===== src/design/distorted_pinhole_projection_top_macros.svh =====
// ----------------------------------------------------------------------------
// Assertion macros for the distorted pinhole projection block
// Concurrent checks that compile away when SYNTHESIS is defined.
// ----------------------------------------------------------------------------
`ifndef DISTORTED_PINHOLE_PROJECTION_TOP_MACROS_SVH
`define DISTORTED_PINHOLE_PROJECTION_TOP_MACROS_SVH
`ifndef SYNTHESIS
// check sampled on clk, ignored while rst is high
`define DPP_ASSERT(label, clk, rst, prop) \
  label: assert property (@(posedge clk) disable iff (rst) prop) \
    else $error("dpp assertion failed");
// check sampled on clk, active during reset as well
`define DPP_ASSERT_ALWAYS(label, clk, prop) \
  label: assert property (@(posedge clk) prop) else $error("dpp assertion failed");
`else
`define DPP_ASSERT(label, clk, rst, prop)
`define DPP_ASSERT_ALWAYS(label, clk, prop)
`endif
`endif


===== src/design/dpp_pkg.sv =====
// ----------------------------------------------------------------------------
// dpp_pkg
// Types, register codes and fixed-point widths of the projection block.
// ----------------------------------------------------------------------------
package dpp_pkg;

  localparam int CAM_SLOTS   = 2;   // camera field is one bit
  localparam int CFG_IDX_W   = 3;
  localparam int CFG_DATA_W  = 64;
  localparam int CFG_CAM_BIT = 2;

  localparam int Q_DEPTH = 4;
  localparam int Q_PTR_W = 2;

  localparam int FRAC    = 30;
  localparam int MUL_LAT = 2;

  // Q.30 value widths, sized from the clamp of xn, yn to +-8.0
  localparam int W_Q     = 34;
  localparam int W_N     = 35;
  localparam int W_SQ    = 38;
  localparam int W_R2    = 39;
  localparam int W_T     = 40;
  localparam int W_R4    = 46;
  localparam int W_K1R2  = 40;
  localparam int W_PXY   = 39;
  localparam int W_PT    = 41;
  localparam int W_K2R4  = 47;
  localparam int W_F     = 48;
  localparam int W_TAN   = 42;
  localparam int W_XF    = 51;
  localparam int W_X1    = 51;
  localparam int W_PIX   = 54;
  localparam int W_U     = 55;

  localparam logic [W_Q-1:0] NORM_LIM = W_Q'(64'd1 << (FRAC + 3));

  typedef enum logic [1:0] {
    REG_FOCAL      = 2'd0,
    REG_CENTER     = 2'd1,
    REG_RADIAL     = 2'd2,
    REG_TANGENTIAL = 2'd3
  } cfg_reg_t;

  typedef struct packed {
    logic               camera;
    logic signed [31:0] point_x;
    logic signed [31:0] point_y;
    logic signed [31:0] point_z;
  } point_beat_t;

  typedef struct packed {
    logic signed [31:0] pixel_u;
    logic signed [31:0] pixel_v;
    logic               behind_camera;
    logic               saturated;
  } pixel_beat_t;

  typedef struct packed {
    logic        [31:0] fx;
    logic        [31:0] fy;
    logic signed [31:0] cx;
    logic signed [31:0] cy;
    logic signed [31:0] k1;
    logic signed [31:0] k2;
    logic signed [31:0] p1;
    logic signed [31:0] p2;
  } cam_cfg_t;

  typedef struct packed {
    logic               cam;
    logic               behind;
    logic signed [31:0] x;
    logic signed [31:0] y;
    logic signed [31:0] z;
  } work_t;

  typedef struct packed {
    logic cam;
    logic behind;
    logic sat;
  } tag_t;

  typedef struct packed {
    logic not_empty;
    logic full;
  } queue_status_t;

endpackage


===== src/design/dpp_queue.sv =====
// ----------------------------------------------------------------------------
// dpp_queue
// Short FIFO between the front and the back, head read combinationally.
// ----------------------------------------------------------------------------
module dpp_queue import dpp_pkg::*; (
  input  logic          clk,
  input  logic          rst,
  input  logic          push,
  input  work_t         wdata,
  input  logic          pop,
  output work_t         rdata,
  output queue_status_t status
);

  work_t              mem [Q_DEPTH];
  logic [Q_PTR_W-1:0] wr_ptr;
  logic [Q_PTR_W-1:0] rd_ptr;
  logic [Q_PTR_W:0]   count;

  always_ff @(posedge clk) begin
    if (rst) begin
      wr_ptr <= '0;
      rd_ptr <= '0;
      count  <= '0;
    end else begin
      if (push) wr_ptr <= wr_ptr + 1'b1;
      if (pop)  rd_ptr <= rd_ptr + 1'b1;
      count <= count + (Q_PTR_W+1)'(push) - (Q_PTR_W+1)'(pop);
    end
  end

  always_ff @(posedge clk) begin
    if (push) mem[wr_ptr] <= wdata;
  end

  assign rdata            = mem[rd_ptr];
  assign status.full      = (count == (Q_PTR_W+1)'(Q_DEPTH));
  assign status.not_empty = (count != '0);

endmodule


===== config.mk =====
export PLATFORM = sky130hd
export DESIGN_NAME = dpp_queue
export DESIGN_NICKNAME = d
export VERILOG_FILES = /design/src/design/distorted_pinhole_projection_top_macros.svh /design/src/design/dpp_pkg.sv /design/src/design/dpp_queue.sv
export SDC_FILE = /design/constraint.sdc
export NUM_CORES = 1
export LEC_CHECK = 0
export ABC_CLOCK_PERIOD_IN_PS = 4350
export BUFFER_PORTS_ARGS = -buffer_cell sky130_fd_sc_hd__buf_4
export CAP_MARGIN = 10
export CORE_ASPECT_RATIO = 1.5
export CORE_MARGIN = 5
export CORE_UTILIZATION = 35
export CTS_CLUSTER_DIAMETER = 60
export DETAILED_ROUTE_END_ITERATION = 7
export PLACE_DENSITY = 0.56
export SLEW_MARGIN = 0
export SYNTH_ARGS = -nofsm -noshare
export SYNTH_HDL_FRONTEND = slang
export SYNTH_SLANG_ARGS = --single-unit

===== constraint.sdc =====
create_clock -name clk -period 4.35 [get_ports clk]
set_input_delay 0.435 -clock clk [delete_from_list [all_inputs] [get_ports clk]]
set_output_delay 0.435 -clock clk [all_outputs]
set_load 0.02 [all_outputs]

==> summary.txt <==
Hold Path Stages: 1
Initial antenna violation count: 3
Reg2reg start: wr_ptr[0]
Routed len/inst: 21.3 µm
Post-synthesis mux area share: 0.152
Min cycle time layout: 2.96 ns
Crit share post-route: 0.681
Dpl cell area: 0.0168 mm²
Core Area: 0.0411 mm²
Die Y: 260 µm
Post-route cell area: 0.0180 mm²
R2R cell count: 4
Area delta synth->final: 23.7%
Port buffer count: 201
Hpwl dp: 16800 µm
Synthesis Warnings: 0
DR iter-0 viols: 274
Hold Vio Cnt, Final: 0
Max Buffers Root-to-Sink: 3
XOR/XNOR share of the synthesized area: 0.00284
Die W: 177 µm
Storage cell area: 0.0120 mm²
Cell Pwr Density: 486 mW/mm²
Starting Density: 0.354
Multi-input gate area: 0.00245 mm²
Worst vdd ir: 314 µV
GRT overflow: 0
Nets: 892
Clock skew: 0.0129 ns
Syn_area_per_cell: 26.3 µm²
Largest net degree at the start of global routing: 63
GRT Util Overall: 0.126
Final TNS setup: 0 ns
Met3 Routed Length: 2000 µm
Top sig layer: met5
Global placer's final weighted congestion: 0.682
Top_reg_cell synth: edfxtp_1
Io pins: 202
Max-slew headroom: 0.473
Util after Layout: 0.438
CTS tree: yes
Synth Area in Compound Gates: 0.00103
Post-CTS sizing: 0
CTS Root Cell: clkbuf_16
Placed insts: 1300
Adder-cell share of the synthesized area: 0.00653
Max-cap violations: 0
Final Non-Filler Cells: 1369
Ant diodes: 0
Synth Instances: 554
Worst setup margin: 1.39 ns
Pre-CTS WS: 1.81 ns
Post-Route WL: 29100 µm
HP Start: wdata[72]
Req. time, crit path: 3.91 ns
CP arrival: 2.53 ns
Detail Route Antenna Nets: 0
Number of vias per cell: 4.71
Unrepaired setup endpoints after global routing: false
Netlist Area Pre-Place: 0.0146 mm²
Worst Hold End: mem[1][72]
DR vias: 6445
Unique masters post-synth: 21
First-pass GRT wire length: 44100 µm
Clk_lat worst skew: 0.52 ns
Synth Area in Simple Gates: 0.00524
Routed wl met2: 15000 µm
Tot Pwr: 8.76 mW
Nature of the critical path endpoint: output port
Rows: 91
RR Endpoint: mem[0][6]
Vias in the first global route: 7234
Max-slew violations: 0
LEAKAGE: 5.98 nW
DRC errors left: 0
Critical path class: reg2out
Register bit total from synthesis: 401
DR pass1 iterations: 4
CP max FO: 35
CTS H-tree depth: 2
Postcts setup bufs: 0
Layout cells sized above 1: 0.455
Startpoint Class: flip-flop
Fillers: 3512
Sequential area share after synthesis: 0.821
Post-synth net total: 663
Setup violations, final: 0
Most frequent cells in the layout: 392 x edfxtp_1, 204 x buf_4, 98 x mux4_2, 41 x clkbuf_16, 9 x clkinv_1
Status: finished, final reports clean
M1 WL: 11400 µm
Worst-path clk slew: 0.06 ns
Share of async-settable or async-resettable flops after synthesis: 0
Post-synth EDFFs: 392
Commonest non-fill, non-tap cell in the layout: edfxtp_1
Hold WS: 0.112 ns
Max Fclk: 337 MHz
Actual slew at the worst max-slew pin: 0.790 ns
Largest family of logic cells by synthesized area: multiplexers
TritonCTS Sinks: 401
Die area: 0.0459 mm²
Post-CTS Hold Fix Bufs: 0
HP Class: in2reg
Reg2Reg Setup Slack: 2.36 ns
TritonCTS Buffers: 39
[worst max-delay path by stage]
stage	startpoint	end	slack, ns	cells after the start
global placement	flip-flop	rdata[23]	1.82	3
global route	flip-flop	rdata[85]	1.16	3
detailed placement	flip-flop	rdata[46]	1.81	3
CTS	flip-flop	rdata[23]	1.24	3
floorplan	wr_ptr[0]	mem[0][0]	1.07	3
finish	flip-flop	rdata[21]	1.39	3
[final cells by class]
class | instances | share of cell area
inverter | 6 | 0.00125
timing repair buffer | 210 | 0.0917
clock inverter | 20 | 0.00840
sequential | 401 | 0.664
tap | 558 | 0.0388
multi-input combinational | 125 | 0.136
clock buffer | 49 | 0.0597
[logic make-up after synthesis]
family / after synthesis
xor+xnor: 3
buf+inv: 28
mux: 99
simple gates: 14
flops: 401
fa+ha+maj: 7
compound gates: 2
[critical path, cell delays in order, from the launching register on]
cell and delay (ns):
dfxtp_4 0.87, buf_12 0.35, mux4_2 0.57, buf_4 0.18
[metal layers]
metal | vias to the layer above | GRT usage
met4 | 6 | 0.0370
met3 | 52 | 0.0381
met2 | 183 | 0.220
met1 | 3366 | 0.152
li1 | 2838 | -
met5 | - | 0
[cells in the mapped netlist (2+ instances only)]
master	instances	area share
xnor2_1	2	0.0012
clkbuf_1	7	0.0018
and2_1	4	0.0017
ha_1	6	0.0052
dfxtp_1	9	0.012
buf_8	3	0.0031
buf_2	11	0.0038
nor2b_1	2	0.00086
edfxtp_1	392	0.81
inv_1	6	0.0015
nor2_1	5	0.0013
mux4_2	98	0.15
[registers in the layout, indices dropped and copies added (netlist names), named ones only]
name and flops:
count 3, mem 392, rd_ptr 2, wr_ptr 2
[report_power, final]
part | switching [mW] | internal (mW)
logic | 0.527 | 0.477
clock network | 1.37 | 1.87
registers | 0.0743 | 4.44
(Power assumes the default switching activity.)
