--- config.mk ---
export PLATFORM = sky130hd
export DESIGN_NAME = dpp_front
export DESIGN_NICKNAME = d
export VERILOG_FILES = /design/src/design/distorted_pinhole_projection_top_macros.svh /design/src/design/dpp_pkg.sv /design/src/design/dpp_front.sv
export SDC_FILE = /design/constraint.sdc
export NUM_CORES = 1
export LEC_CHECK = 0
export BUFFER_PORTS_ARGS = -buffer_cell sky130_fd_sc_hd__buf_4
export CORE_AREA = 2 2 302 304
export DETAILED_ROUTE_END_ITERATION = 8
export DIE_AREA = 0 0 304 306
export PLACE_DENSITY = 0.41
export SLEW_MARGIN = 20
export SYNTH_ARGS = -nofsm -noshare
export SYNTH_HDL_FRONTEND = slang
export SYNTH_SLANG_ARGS = --single-unit
--- constraint.sdc ---
create_clock -name clk -period 3.4 [get_ports clk]
set_input_delay 0.68 -clock clk [delete_from_list [all_inputs] [get_ports clk]]
set_output_delay 0.68 -clock clk [all_outputs]
set_load 0.02 [all_outputs]
--- src/design/distorted_pinhole_projection_top_macros.svh ---
// ----------------------------------------------------------------------------
// Assertion macros for the distorted pinhole projection block
// Concurrent checks that compile away when SYNTHESIS is defined.
// ----------------------------------------------------------------------------
`ifndef DISTORTED_PINHOLE_PROJECTION_TOP_MACROS_SVH
`define DISTORTED_PINHOLE_PROJECTION_TOP_MACROS_SVH
`ifndef SYNTHESIS
// check sampled on clk, ignored while rst is high
`define DPP_ASSERT(label, clk, rst, prop) \
  label: assert property (@(posedge clk) disable iff (rst) prop) \
    else $error("dpp assertion failed");
// check sampled on clk, active during reset as well
`define DPP_ASSERT_ALWAYS(label, clk, prop) \
  label: assert property (@(posedge clk) prop) else $error("dpp assertion failed");
`else
`define DPP_ASSERT(label, clk, rst, prop)
`define DPP_ASSERT_ALWAYS(label, clk, prop)
`endif
`endif

--- src/design/dpp_pkg.sv ---
// ----------------------------------------------------------------------------
// dpp_pkg
// Types, register codes and fixed-point widths of the projection block.
// ----------------------------------------------------------------------------
package dpp_pkg;

  localparam int CAM_SLOTS   = 2;   // camera field is one bit
  localparam int CFG_IDX_W   = 3;
  localparam int CFG_DATA_W  = 64;
  localparam int CFG_CAM_BIT = 2;

  localparam int Q_DEPTH = 4;
  localparam int Q_PTR_W = 2;

  localparam int FRAC    = 30;
  localparam int MUL_LAT = 2;

  // Q.30 value widths, sized from the clamp of xn, yn to +-8.0
  localparam int W_Q     = 34;
  localparam int W_N     = 35;
  localparam int W_SQ    = 38;
  localparam int W_R2    = 39;
  localparam int W_T     = 40;
  localparam int W_R4    = 46;
  localparam int W_K1R2  = 40;
  localparam int W_PXY   = 39;
  localparam int W_PT    = 41;
  localparam int W_K2R4  = 47;
  localparam int W_F     = 48;
  localparam int W_TAN   = 42;
  localparam int W_XF    = 51;
  localparam int W_X1    = 51;
  localparam int W_PIX   = 54;
  localparam int W_U     = 55;

  localparam logic [W_Q-1:0] NORM_LIM = W_Q'(64'd1 << (FRAC + 3));

  typedef enum logic [1:0] {
    REG_FOCAL      = 2'd0,
    REG_CENTER     = 2'd1,
    REG_RADIAL     = 2'd2,
    REG_TANGENTIAL = 2'd3
  } cfg_reg_t;

  typedef struct packed {
    logic               camera;
    logic signed [31:0] point_x;
    logic signed [31:0] point_y;
    logic signed [31:0] point_z;
  } point_beat_t;

  typedef struct packed {
    logic signed [31:0] pixel_u;
    logic signed [31:0] pixel_v;
    logic               behind_camera;
    logic               saturated;
  } pixel_beat_t;

  typedef struct packed {
    logic        [31:0] fx;
    logic        [31:0] fy;
    logic signed [31:0] cx;
    logic signed [31:0] cy;
    logic signed [31:0] k1;
    logic signed [31:0] k2;
    logic signed [31:0] p1;
    logic signed [31:0] p2;
  } cam_cfg_t;

  typedef struct packed {
    logic               cam;
    logic               behind;
    logic signed [31:0] x;
    logic signed [31:0] y;
    logic signed [31:0] z;
  } work_t;

  typedef struct packed {
    logic cam;
    logic behind;
    logic sat;
  } tag_t;

  typedef struct packed {
    logic not_empty;
    logic full;
  } queue_status_t;

endpackage

--- src/design/dpp_front.sv ---
// ----------------------------------------------------------------------------
// dpp_front
// Register file and input classification: camera select, depth check.
// ----------------------------------------------------------------------------
module dpp_front import dpp_pkg::*; #(
  parameter int NUM_CAMERAS = 2
) (
  input  logic                  clk,
  input  logic                  rst,
  input  logic                  cfg_write,
  input  logic [CFG_IDX_W-1:0]  cfg_index,
  input  logic [CFG_DATA_W-1:0] cfg_data,
  input  logic                  point_valid,
  output logic                  point_stall,
  input  point_beat_t           point,
  input  queue_status_t         q_status,
  output logic                  push,
  output work_t                 work,
  output cam_cfg_t              cfg_view [CAM_SLOTS]
);

  cam_cfg_t cfg_reg [NUM_CAMERAS];

  always_ff @(posedge clk) begin
    if (rst) begin
      for (int c = 0; c < NUM_CAMERAS; c++) cfg_reg[c] <= '0;
    end else if (cfg_write) begin
      for (int c = 0; c < NUM_CAMERAS; c++) begin
        if (int'(cfg_index[CFG_CAM_BIT]) == c) begin
          unique case (cfg_reg_t'(cfg_index[1:0]))
            REG_FOCAL: begin
              cfg_reg[c].fx <= cfg_data[63:32];
              cfg_reg[c].fy <= cfg_data[31:0];
            end
            REG_CENTER: begin
              cfg_reg[c].cx <= cfg_data[63:32];
              cfg_reg[c].cy <= cfg_data[31:0];
            end
            REG_RADIAL: begin
              cfg_reg[c].k1 <= cfg_data[63:32];
              cfg_reg[c].k2 <= cfg_data[31:0];
            end
            REG_TANGENTIAL: begin
              cfg_reg[c].p1 <= cfg_data[63:32];
              cfg_reg[c].p2 <= cfg_data[31:0];
            end
            default: begin
            end
          endcase
        end
      end
    end
  end

  for (genvar c = 0; c < CAM_SLOTS; c++) begin : g_view
    if (c < NUM_CAMERAS) begin : g_used
      assign cfg_view[c] = cfg_reg[c];
    end else begin : g_unused
      assign cfg_view[c] = '0;
    end
  end

  assign point_stall = q_status.full;
  assign push        = point_valid && !q_status.full;

  always_comb begin
    // out-of-range camera falls back to camera 0
    work.cam    = (int'(point.camera) < NUM_CAMERAS) ? point.camera : 1'b0;
    work.behind = (point.point_z <= 32'sd0);
    work.x      = point.point_x;
    work.y      = point.point_y;
    work.z      = point.point_z;
  end

endmodule

==> results of run 1 <==
==> synthesized netlist by cell type (all sizes together) <==
cell	count	area (µm²)
a31o	2	17.5
inv	1	3.75
a41o	1	10.0
nor3b	1	18.8
o21bai	1	7.51
nand4	2	12.5
and2	192	1200
nand2	1	3.75
or2	3	18.8
and3	32	200
edfxtp	512	15400
nand3b	1	7.51
and2b	20	150
nor2	3	11.3
clkbuf	31	129
buf	102	767
nor4	8	50.1
a21o	2	15.0
a22oi	1	21.3
nor2b	48	308
==> through the flow <==
step	instance area, µm²	cells	total power [mW]	setup slack, ns
after floorplan	18300	964	8.65	0.361
after global placement	24100	2678	9.70	0.967
after detailed placement	24100	2678	9.70	0.962
after CTS	25900	2782	15.8	1.03
after global routing	25900	2782	16.1	0.943
final	25900	2784	15.5	1.03
==> area by class of cell <==
class,count,area share
Sequential cell,512,0.593
Multi-Input combinational cell,318,0.0815
Clock buffer,69,0.0576
Inverter,1,0.000145
Timing Repair Buffer,671,0.199
Tap cell,1176,0.0567
Clock inverter,35,0.0124
Antenna cell,2,0.000193
==> power breakdown <==
group          total [mW]  leakage [nW]  switching (mW)  internal [mW]
clock                6.00         0.877            2.50           3.49
combinational        1.96          4.34            1.25          0.714
sequential           7.57          4.93           0.138           7.43
==> critical path, cell delays in order <==
cell      delay (ns)
buf_4           0.12
nor4_1          0.30
nand4_1         0.16
o21bai_1        0.23
buf_4           0.19
==> worst max path at each step <==
stage,depth (start not counted),end,slack [ns],from
after floorplan,3,cfg_reg[1][192],0.36,cfg_index[1]
after global placement,5,cfg_reg[1][240],0.97,rst
after detailed placement,5,cfg_reg[1][240],0.96,rst
after CTS,5,work[96],1.03,point[24]
after global routing,5,work[96],0.94,point[16]
final,5,work[96],1.03,point[24]
==> layer usage <==
metal	up-vias	track usage	wire length, µm
met5	-	0	0
met4	0	0.0573	2800
met3	104	0.0535	6290
met2	582	0.263	36300
met1	5277	0.144	23600
li1	4621	-	-
==> kinds of logic after synthesis <==
group | share of synthesized area
simple gates | 0.108
buf+inv | 0.0491
compound gates | 0.00389
flops | 0.839
==> flow_summary.json, run 1 <==
{
  "drt_wl_total_mm": 69.0,
  "place.gp.congestion": 0.907,
  "clk_path_buf_depth": 3,
  "areaGrowthSynthToFinish_pct": 41.5,
  "grt_pass1_vias": 11132,
  "post_cts_buffers": 0,
  "fin_tns_setup_ns": 0,
  "report.final.slew_viol_count": 0,
  "hold_viol": 0,
  "ys_types": 24,
  "grt_max_degree": 65,
  "whs_ns": 0.368,
  "h-tree-depth": 2,
  "mostFrequentLayoutCells": "buf_4 (662), edfxtp_1 (512), and2_1 (192)",
  "ys_ff_latch": 512,
  "syn_avg_cell_area_um2": 19.0,
  "drt_iter0_markers": 549,
  "die_w_um": 304,
  "final_core_util": 0.289,
  "largest_register_ffs": 512,
  "io_pins": 782,
  "vias": 10584,
  "grt_overflow": 0,
  "multi_input_area_mm2": 0.00211,
  "netlist_area_mm2": 0.0183,
  "dr.pass1.iters": 4,
  "fin_crit_ns": 2.37,
  "p_leak_nw": 10.2,
  "post_cts_resized": 0,
  "yosysSeqAreaShare": 0.839,
  "hold_class": "in2reg",
  "relSlewSlack": 0.364,
  "final_common_cell": "buf_4",
  "worstSetupEndpointType": "primary output",
  "cts_root_buf": "clkbuf_16",
  "grt_usage": 0.142,
  "outcome": "finished, final reports clean",
  "cts_tree": "built",
  "fmax_mhz": 421,
  "peakVddDrop_mv": 0.361,
  "num_rows": 110,
  "die_y_um": 306,
  "rsz0062_at_grt": "no",
  "core-area_mm2": 0.0896,
  "die-area_mm2": 0.0930,
  "seq_area_mm2": 0.0154,
  "ys.warnings.count": 0,
  "grt_pass1_wl_mm": 92.9,
  "fillers": 8996,
  "syn_inst": 964,
  "path_class": "in2out",
  "power.density_mw_per_mm2": 599,
  "max_cap_viol_count": 0,
  "start_kind": "input port",
  "cp.required_ns": 2.72,
  "drive_gt1_frac": 0.478,
  "cp.arrival_ns": 1.69,
  "whs_path_depth": 2,
  "hold_buffers": 0,
  "routedWlPerCell_um": 24.8,
  "routed_via_density": 3.80,
  "cts_buffers": 57,
  "antenna_found_initial": 1,
  "initial_core_util": 0.205,
  "post-route-period-util": 0.698,
  "final-setup-viol-count": 0,
  "worstMarginPinSlew_ns": 0.953,
  "clk_pin_slew_ns": 0.07,
  "syn-num-nets": 1134,
  "drtAntennaViolNets": 0,
  "critPathMaxFanout": 2,
  "nets": 1731,
  "hpwlAfterDp_mm": 48.3,
  "hold_path_end": "cfg_reg[1][19]",
  "drc": 0,
  "hold_start": "cfg_data[19]",
  "cts.sinks": 512,
  "port_buffers": 650
}
No activity file was read; power rests on OpenSTA's default activity.
==> run 2: changes to the inputs <==
--- a/config.mk
+++ b/config.mk
@@ -9,7 +9,7 @@
 export CORE_AREA = 2 2 302 304
 export DETAILED_ROUTE_END_ITERATION = 8
 export DIE_AREA = 0 0 304 306
-export PLACE_DENSITY = 0.41
+export PLACE_DENSITY = 0.42
 export SLEW_MARGIN = 20
 export SYNTH_ARGS = -nofsm -noshare
 export SYNTH_HDL_FRONTEND = slang
==> constraint.sdc (replaced) <==
create_clock -name clk -period 1.9 [get_ports clk]
set_input_delay 0.38 -clock clk [delete_from_list [all_inputs] [get_ports clk]]
set_output_delay 0.38 -clock clk [all_outputs]
set_load 0.02 [all_outputs]
==> flow_summary.json, run 2 (synthesis gave the netlist of run 1 again) <==
{
  "routedWlPerCell_um": 24.1,
  "dp_slack_ns": -0.0623,
  "worstSetupEndpointType": "primary output",
  "p_int_mw": 21.4,
  "io_pins": 782,
  "grt_max_degree": 65,
  "initial_core_util": 0.205,
  "report.final.slew_viol_count": 0,
  "fin_tns_setup_ns": 0,
  "die_w_um": 304,
  "mostFrequentLayoutCells": "buf_4 (670), edfxtp_1 (512), and2_1 (192)",
  "port_buffers": 650,
  "fin_crit_ns": 1.72,
  "cp.arrival_ns": 1.34,
  "dr.pass1.iters": 5,
  "path_class": "in2out",
  "numPlacedInstances": 2697,
  "hold_start": "cfg_data[48]",
  "nets": 1750,
  "cts_root_buf": "clkbuf_16",
  "hpwlAfterDp_mm": 48.6,
  "hold_path_end": "cfg_reg[1][112]",
  "grt_pass1_wl_mm": 91.3,
  "routed_via_density": 3.77,
  "areaGrowthSynthToFinish_pct": 43.9,
  "worstMarginPinSlew_ns": 0.584,
  "post-route-period-util": 0.905,
  "grt_overflow": 0,
  "cp.required_ns": 1.52,
  "p_switching_mw": 7.06,
  "pwr-share-comb": 0.125,
  "die_y_um": 306,
  "switching_share": 0.248,
  "hold_buffers": 0,
  "clk_pin_slew_ns": 0.07,
  "drive_gt1_frac": 0.485,
  "clk_path_buf_depth": 3,
  "drtAntennaViolNets": 0,
  "final_common_cell": "buf_4",
  "p_clk_frac": 0.400,
  "cts.sinks": 512,
  "fmax_mhz": 582,
  "grt_pass1_vias": 11333,
  "drc": 0,
  "largest_register_ffs": 512,
  "final_cells": 2811,
  "relSlewSlack": 0.610,
  "cts_tree": "built",
  "final-setup-viol-count": 0,
  "h-tree-depth": 2,
  "power.density_mw_per_mm2": 1080,
  "max_cap_viol_count": 0,
  "whs_path_depth": 2,
  "fin_ws_ns": 0.181,
  "antenna_found_initial": 5,
  "hold_viol": 0,
  "post_cts_buffers": 0,
  "rsz0062_at_grt": "no",
  "post_cts_resized": 0,
  "hold_class": "in2reg",
  "place.gp.congestion": 0.882,
  "core-area_mm2": 0.0896,
  "peakVddDrop_mv": 0.601,
  "vias": 10598,
  "p_leak_nw": 10.4,
  "drt_iter0_markers": 638,
  "critPathMaxFanout": 2,
  "outcome": "finished, final reports clean",
  "die-area_mm2": 0.0930,
  "cts_buffers": 57,
  "final_core_util": 0.294,
  "grt_usage": 0.140,
  "num_rows": 110,
  "seq_power_share": 0.475,
  "start_kind": "input port",
  "drt_wl_total_mm": 67.7
}
run 2: changes by cell type in the layout (fill, tap and decap cells not counted), moves of 3 or more:
cell,delta
buf_12,+11
buf_4,+8
clkinv_1,+6
bufinv_16,+4
diode_2,+4
clkbuf_1,-3
clkinv_2,-3
run 2: worst max-delay path by stage:
stage	start	end	slack (ns)	cells after the start
finish	point[24]	work[96]	0.18	5
CTS	point[29]	work[96]	0.008	5
global placement	rst	cfg_reg[1][243]	-0.05	6
floorplan	rst	cfg_reg[1][192]	-0.29	3
global route	point[16]	work[96]	0.02	5
detailed placement	rst	cfg_reg[1][243]	-0.06	6
run 2: layer usage:
layer / track usage / part of all wire
met5: 0 / 0.00019
met4: 0.0678 / 0.051
met3: 0.0525 / 0.092
met2: 0.252 / 0.51
met1: 0.141 / 0.34
run 2: critical path, stage by stage:
cell and delay, ns:
buf_4 0.12, nor4_2 0.31, nand4_1 0.18, o21bai_2 0.18, buf_4 0.17
run 2: power by group through the flow:
| stage | sequential [mW] | combinational, mW | clock, mW |
|---|---|---|---|
| finish | 13.5 | 3.56 | 11.4 |
| global route | 13.6 | 3.72 | 12.2 |
| CTS | 13.6 | 3.64 | 11.8 |
| detailed placement | 13.8 | 3.64 | 0 |
| global placement | 13.8 | 3.63 | 0 |
| floorplan | 14.8 | 0.647 | 0 |
run 2: metrics by stage:
step                area (µm²)  hold WS, ns  power, mW
global placement         24400        0.679       17.4
floorplan                18400        0.578       15.5
detailed placement       24400        0.686       17.4
finish                   26400       0.0640       28.5
global route             26400       0.0362       29.5
CTS                      26300      0.00213       29.0
run 2: cell type report:
type	instances	area, µm²
Tap cell	1176	1470
Inverter	1	3.75
Multi-Input combinational cell	318	2130
Sequential cell	512	15400
Clock buffer	66	1480
Clock inverter	42	464
Timing Repair Buffer	690	5430
Fill cell	9028	63200
Antenna cell	6	15.0
